**src/rtl/utf8v_pkg.sv**
```systemverilog
// ----------------------------------------------------------------------------
// utf8v_pkg
// Shared types and byte constants for the UTF-8 stream validator.
// ----------------------------------------------------------------------------
package utf8v_pkg;

    // command codes on the input word
    localparam logic CMD_DATA = 1'b0;
    localparam logic CMD_END  = 1'b1;

    // byte boundaries and masks
    localparam logic [7:0] ASCII_MAX   = 8'h7f;
    localparam logic [7:0] BAD_C0      = 8'hc0;
    localparam logic [7:0] BAD_C1      = 8'hc1;
    localparam logic [7:0] BAD_MIN     = 8'hf5;
    localparam logic [7:0] CONT_MASK   = 8'hc0;
    localparam logic [7:0] CONT_MATCH  = 8'h80;
    localparam logic [7:0] LEAD2_MASK  = 8'he0;
    localparam logic [7:0] LEAD2_MATCH = 8'hc0;
    localparam logic [7:0] LEAD3_MASK  = 8'hf0;
    localparam logic [7:0] LEAD3_MATCH = 8'he0;

    typedef logic [1:0] cont_cnt_t;

    typedef struct packed {
        logic       command;
        logic [7:0] data_byte;
    } in_word_t;

    typedef struct packed {
        logic      valid_so_far;
        logic      string_done;
        cont_cnt_t pending_continuations;
    } out_word_t;

    // classification of one data byte
    typedef struct packed {
        logic      is_ascii;
        logic      is_bad;
        logic      is_cont;
        cont_cnt_t lead_cont;
    } byte_class_t;

endpackage

```
**src/rtl/utf8_stream_validator.sv**
```systemverilog
// ----------------------------------------------------------------------------
// utf8_stream_validator
// UTF-8 well-formedness checker for a byte stream, one string at a time.
// ----------------------------------------------------------------------------
// Usage:
//   s_ channel carries one word per byte (command = data) or an end-of-string
//   marker (command = end). m_ channel returns exactly one result word for
//   every input word, in order.
//   An input word is registered on acceptance; from the input register it is
//   checked against the continuation counter and the result is registered in
//   the result register, which drives m_valid. Throughput is one word per
//   cycle while m_ready stays high; the counter update is a short compare
//   and decrement between the input and result registers.
//   When the receiver stalls, the result register holds and the input
//   register fills; s_ready drops only when both are occupied and m_ready
//   is low. On reset both registers are empty, the counter is zero and the
//   error flag is clear. The end-of-string word gives the verdict and
//   clears the state for the next string.
// ----------------------------------------------------------------------------
module utf8_stream_validator
    import utf8v_pkg::*;
(
    input  logic      aclk,
    input  logic      aresetn,
    input  logic      s_valid,
    output logic      s_ready,
    input  in_word_t  s_data,
    output logic      m_valid,
    input  logic      m_ready,
    output out_word_t m_data
);

    logic        in_vld_reg;
    in_word_t    in_word_reg;
    logic        out_vld_reg;
    out_word_t   out_word_reg;
    logic        out_free;
    logic        advance;
    byte_class_t byte_class;
    out_word_t   result;

    assign out_free = !out_vld_reg || m_ready;
    assign advance  = in_vld_reg && out_free;
    assign s_ready  = !in_vld_reg || out_free;
    assign m_valid  = out_vld_reg;
    assign m_data   = out_word_reg;

    utf8v_byte_class u_class (
        .data_byte  (in_word_reg.data_byte),
        .byte_class (byte_class)
    );

    utf8v_checker u_checker (
        .aclk       (aclk),
        .aresetn    (aresetn),
        .advance    (advance),
        .command    (in_word_reg.command),
        .byte_class (byte_class),
        .result     (result)
    );

    always_ff @(posedge aclk) begin
        if (!aresetn) begin
            in_vld_reg  <= 1'b0;
            out_vld_reg <= 1'b0;
        end else begin
            if (s_ready) begin
                in_vld_reg <= s_valid;
            end
            if (out_free) begin
                out_vld_reg <= in_vld_reg;
            end
        end
    end

    // payload registers
    always_ff @(posedge aclk) begin
        if (s_valid && s_ready) begin
            in_word_reg <= s_data;
        end
        if (advance) begin
            out_word_reg <= result;
        end
    end

endmodule

```
**src/rtl/utf8v_byte_class.sv**
```systemverilog
// ----------------------------------------------------------------------------
// utf8v_byte_class
// Sorts one byte into ascii, forbidden, continuation or lead with its length.
// ----------------------------------------------------------------------------
module utf8v_byte_class
    import utf8v_pkg::*;
(
    input  logic [7:0]  data_byte,
    output byte_class_t byte_class
);

    always_comb begin
        byte_class.is_ascii = (data_byte <= ASCII_MAX);
        byte_class.is_bad   = (data_byte == BAD_C0) || (data_byte == BAD_C1) ||
                              (data_byte >= BAD_MIN);
        byte_class.is_cont  = ((data_byte & CONT_MASK) == CONT_MATCH);
        // continuations owed after a lead byte
        if ((data_byte & LEAD2_MASK) == LEAD2_MATCH) begin
            byte_class.lead_cont = 2'd1;
        end else if ((data_byte & LEAD3_MASK) == LEAD3_MATCH) begin
            byte_class.lead_cont = 2'd2;
        end else begin
            byte_class.lead_cont = 2'd3;
        end
    end

endmodule

```
**src/rtl/utf8v_checker.sv**
```systemverilog
// ----------------------------------------------------------------------------
// utf8v_checker
// Continuation counter and sticky error flag; forms the result word.
// ----------------------------------------------------------------------------
module utf8v_checker
    import utf8v_pkg::*;
(
    input  logic        aclk,
    input  logic        aresetn,
    input  logic        advance,
    input  logic        command,
    input  byte_class_t byte_class,
    output out_word_t   result
);

    cont_cnt_t cnt_reg, cnt_next;
    logic      err_reg, err_next;

    always_comb begin
        cnt_next = cnt_reg;
        err_next = err_reg;
        if (command == CMD_END) begin
            cnt_next = 2'd0;
            err_next = 1'b0;
        end else if (!err_reg) begin
            if (byte_class.is_ascii) begin
                err_next = (cnt_reg != 2'd0);
            end else if (byte_class.is_bad) begin
                err_next = 1'b1;
            end else if (byte_class.is_cont) begin
                if (cnt_reg == 2'd0) begin
                    err_next = 1'b1;
                end else begin
                    cnt_next = cnt_reg - 2'd1;
                end
            end else if (cnt_reg != 2'd0) begin
                err_next = 1'b1;
            end else begin
                cnt_next = byte_class.lead_cont;
            end
            if (err_next) begin
                cnt_next = 2'd0;
            end
        end
    end

    always_comb begin
        if (command == CMD_END) begin
            result.valid_so_far          = !err_reg;
            result.string_done           = 1'b1;
            result.pending_continuations = 2'd0;
        end else begin
            result.valid_so_far          = !err_next;
            result.string_done           = 1'b0;
            result.pending_continuations = cnt_next;
        end
    end

    always_ff @(posedge aclk) begin
        if (!aresetn) begin
            cnt_reg <= 2'd0;
            err_reg <= 1'b0;
        end else if (advance) begin
            cnt_reg <= cnt_next;
            err_reg <= err_next;
        end
    end

    a_err_clears_count: assert property (@(posedge aclk) disable iff (!aresetn)
        err_reg |-> (cnt_reg == 2'd0))
        else $error("count left nonzero after an error");

    a_end_clears: assert property (@(posedge aclk) disable iff (!aresetn)
        (advance && command == CMD_END) |=> (!err_reg && cnt_reg == 2'd0))
        else $error("end of string did not clear the state");

    a_err_sticky: assert property (@(posedge aclk) disable iff (!aresetn)
        (advance && command == CMD_DATA && err_reg) |=> err_reg)
        else $error("error flag dropped inside a string");

    a_hold_idle: assert property (@(posedge aclk) disable iff (!aresetn)
        !advance |=> ($stable(cnt_reg) && $stable(err_reg)))
        else $error("state moved without a word");

endmodule

```
**config.mk**
```make
export PLATFORM = sky130hd
export DESIGN_NAME = utf8_stream_validator
export DESIGN_NICKNAME = d
export VERILOG_FILES = /design/src/rtl/utf8v_pkg.sv /design/src/rtl/utf8_stream_validator.sv /design/src/rtl/utf8v_byte_class.sv /design/src/rtl/utf8v_checker.sv
export SDC_FILE = /design/constraint.sdc
export NUM_CORES = 1
export LEC_CHECK = 0
export ABC_AREA = 1
export BUFFER_PORTS_ARGS = -buffer_cell sky130_fd_sc_hd__buf_2
export CORE_UTILIZATION = 45
export CTS_CLUSTER_SIZE = 24
export DETAILED_ROUTE_END_ITERATION = 16
export PLACE_DENSITY = 0.79
export SLEW_MARGIN = 20
export SYNTH_ARGS = -nofsm -noshare
export SYNTH_HDL_FRONTEND = slang
export SYNTH_HIERARCHICAL = 1
export SYNTH_SLANG_ARGS = --single-unit
```
**constraint.sdc**
```tcl
create_clock -name aclk -period 1.5 [get_ports aclk]
set_input_delay 0.15 -clock aclk [delete_from_list [all_inputs] [get_ports aclk]]
set_output_delay 0.15 -clock aclk [all_outputs]
set_load 0.005 [all_outputs]
```
==> impl_metrics.py <==
metrics = {
    "finish": {
        "fin_nets": 135,
        "final-instance-count-excl-fill": 146,
        "fillerInstances": 151,
        "area_delta_synth_final_pct": 25.9,
        "largest_register_ffs": 9,
        "drive_above_1_share_pct": 33.9,
        "fin_area_um2": 1030,
        "num_antenna_cells": 0,
    },
    "grt": {
        "grt_antenna_before_repair": 0,
        "grt_pass1_vias": 533,
        "grt_max_degree": 11,
        "grt_usage_pct": 14.3,
        "overflow": 0,
        "grt_pass1_wl_um": 2020,
    },
    "run_status": {
        "violations": "negative setup slack",
        "outcome": "finished with violations",
    },
    "pwr": {
        "swShare_pct": 23.7,
        "p_clk_share_pct": 24.4,
        "power.total_mw": 0.955,
        "p_int_mw": 0.729,
        "netSwitchingPower_mw": 0.226,
        "leakage_nw": 0.497,
        "comb_power_share_pct": 14.4,
        "p_per_area_nw_per_um2": 924,
        "p_seq_share_pct": 61.3,
        "ir_worst_vdd_mv": 0.567,
    },
    "logic_synthesis": {
        "ys_warn_count": 6,
        "syn_inst": 95,
        "ys_seq_area_share_pct": 59.8,
        "synth-seq-cells": 18,
        "yosysTopAreaCellShare_pct": 47.6,
        "yosys-top-cells-area": "edfxtp_1 48%, nand2_1 12%, dfxtp_1 12%",
        "avgSynthCellArea_um2": 8.64,
        "syn_nets": 108,
        "synth.distinct_cells": 15,
        "yosysTopAreaCell": "edfxtp_1",
        "synth_area_um2": 821,
    },
    "worst_setup_path": {
        "critical_path_class": "flip-flop to flip-flop",
        "crit_path_start": "in_word_reg[6]",
        "startpoint_type": "flip-flop",
        "r2r_start": "in_word_reg[6]",
        "cp_max_fo": 2,
        "end_kind": "flip-flop",
        "crit_arrival_ps": 1600,
        "critPathRequiredTime_ps": 1550,
        "r2r_slack_ps": -50,
    },
    "detailed_routing": {
        "routed-wl-met3_um": 46,
        "wirelength_um": 1370,
        "avgViaCountPerCell": 4.49,
        "first_iter_violations": 12,
        "wl_met1_um": 609,
        "via_count": 656,
        "wl_met2_um": 697,
        "ant_nets": 0,
        "drt-wirelength-per-cell_um": 9.35,
        "top_layer": "met4",
        "dr.pass1.iters": 4,
        "drcViolationCount": 0,
    },
    "timing": {
        "rsz0062_at_grt": "true",
        "drv_slew": 0,
        "setup_violations": 3,
        "fin_skew_ps": 4.39,
        "fin_crit_sh_pct": 103,
        "max_freq_ghz": 0.645,
        "tightest_slew_ps": 303,
        "fin_ws_ps": -51.4,
        "slew-limit-headroom_pct": 79.8,
        "min_period_ps": 1550,
        "hold_violations": 0,
    },
    "place": {
        "hpwl_um": 966,
        "globalplace.congestion": 0.818,
        "portBuffers": 18,
        "place_inst": 138,
        "dpl_cell_area_um2": 942,
        "place_ws_ps": -15.1,
    },
    "die": {
        "initial_utilization_pct": 47.5,
        "io_pins": 19,
        "die-width_um": 44.7,
        "die-area_um2": 2000,
        "die_height_um": 44.7,
        "fp-row-count": 15,
        "core_um2": 1730,
    },
    "cts": {
        "cts.path.max_buffers": 2,
        "path_clk_slew_ps": 90,
        "cts_tree": "done",
        "root_buffer": "clkbuf_4",
        "numClockSinks": 18,
        "htreeDepth": 1,
        "cts_buffers": 3,
        "clk_latency_ps": 280,
    },
    "hold_path": {
        "worstHoldPathType": "input port to flip-flop",
        "min_from": "s_data[1]",
    },
    "run": {
        "max_cap_viol_count": 0,
    },
}
-- worst max-delay path: stages (launching register included) --
cell      delay (ps)
edfxtp_1         390
nand2_2          100
nor2_2           140
buf_4            120
buf_4            100
nand2_2           30
nand2_1           70
nand2_1           50
nand3_1           70
nand2_1           60
nand2_1           60
nand2_1           40
nand2_1           60
inv_1             40
-- power groups by stage --
stage                     combinational, mW  sequential (mW)  clock, mW
after floorplan                      0.0773            0.591          0
after global placement                0.110            0.592          0
after detailed placement              0.115            0.593          0
after CTS                             0.125            0.582      0.250
after global routing                  0.153            0.589      0.262
final                                 0.137            0.585      0.233
-- Yosys cell counts --
cell type,instances
o22ai_1,1
buf_4,1
inv_1,19
nand3_2,1
o21ai_0,3
nor2_1,13
o211ai_1,1
nand2_1,27
edfxtp_1,13
dfxtp_1,5
a21oi_2,1
o21bai_1,1
nand3_1,3
nor2_2,1
a21oi_1,5
-- worst paths after layout --
kind / end / cells after the start
worst max-delay path: m_data[0] / 13
worst min-delay path: in_word_reg[1] / 1
worst max register to register: m_data[0] / 13
worst min register to register: m_valid / 2
-- repair_timing --
item                                    CTS  global route
buffers inserted                          3             1
endpoints found under the setup margin    2             6
gates resized for setup                   1            13
pin swaps                                 2             5
hold buffers                              0             0
-- cell usage in the layout, fill, tap and decap left out, drive strengths merged --
cell    count
o21ai       3
a21oi       6
clkbuf      4
edfxtp     13
o21bai      1
o211ai      1
inv        19
nand2      27
o22ai       1
buf        23
nor2       14
dfxtp       5
nand3       4
-- stage by stage --
stage          hold WS (ps)  setup TNS (ps)  util [%]
4_1_cts                18.1           -75.0      57.5
2_1_floorplan           249               0         -
3_3_place_gp            326               0      54.6
3_5_place_dp            328           -24.3      54.6
6_report               33.7           -81.4      59.9
5_1_grt                17.0            -423      59.9
-- layout make-up --
type,count,area (µm²),area share [%]
clock buffers,4,26.3,2.54
inverters,19,71.3,6.90
multi-input cells,57,287,27.7
flip-flops and latches,18,490,47.5
well taps,25,31.3,3.03
repair buffers,23,128,12.3
-- per-layer routing --
layer	up-vias	track usage (%)
met1	289	15.7
met5	-	0
met3	2	3.60
li1	348	-
met4	0	9.09
met2	17	24.7
-- cells by family after synthesis --
family,after synthesis,synth area share [%]
compound gates,12,8.54
simple gates,45,22.1
flops,18,59.8
buf+inv,20,9.60
Power figures use the tool's default switching activity.
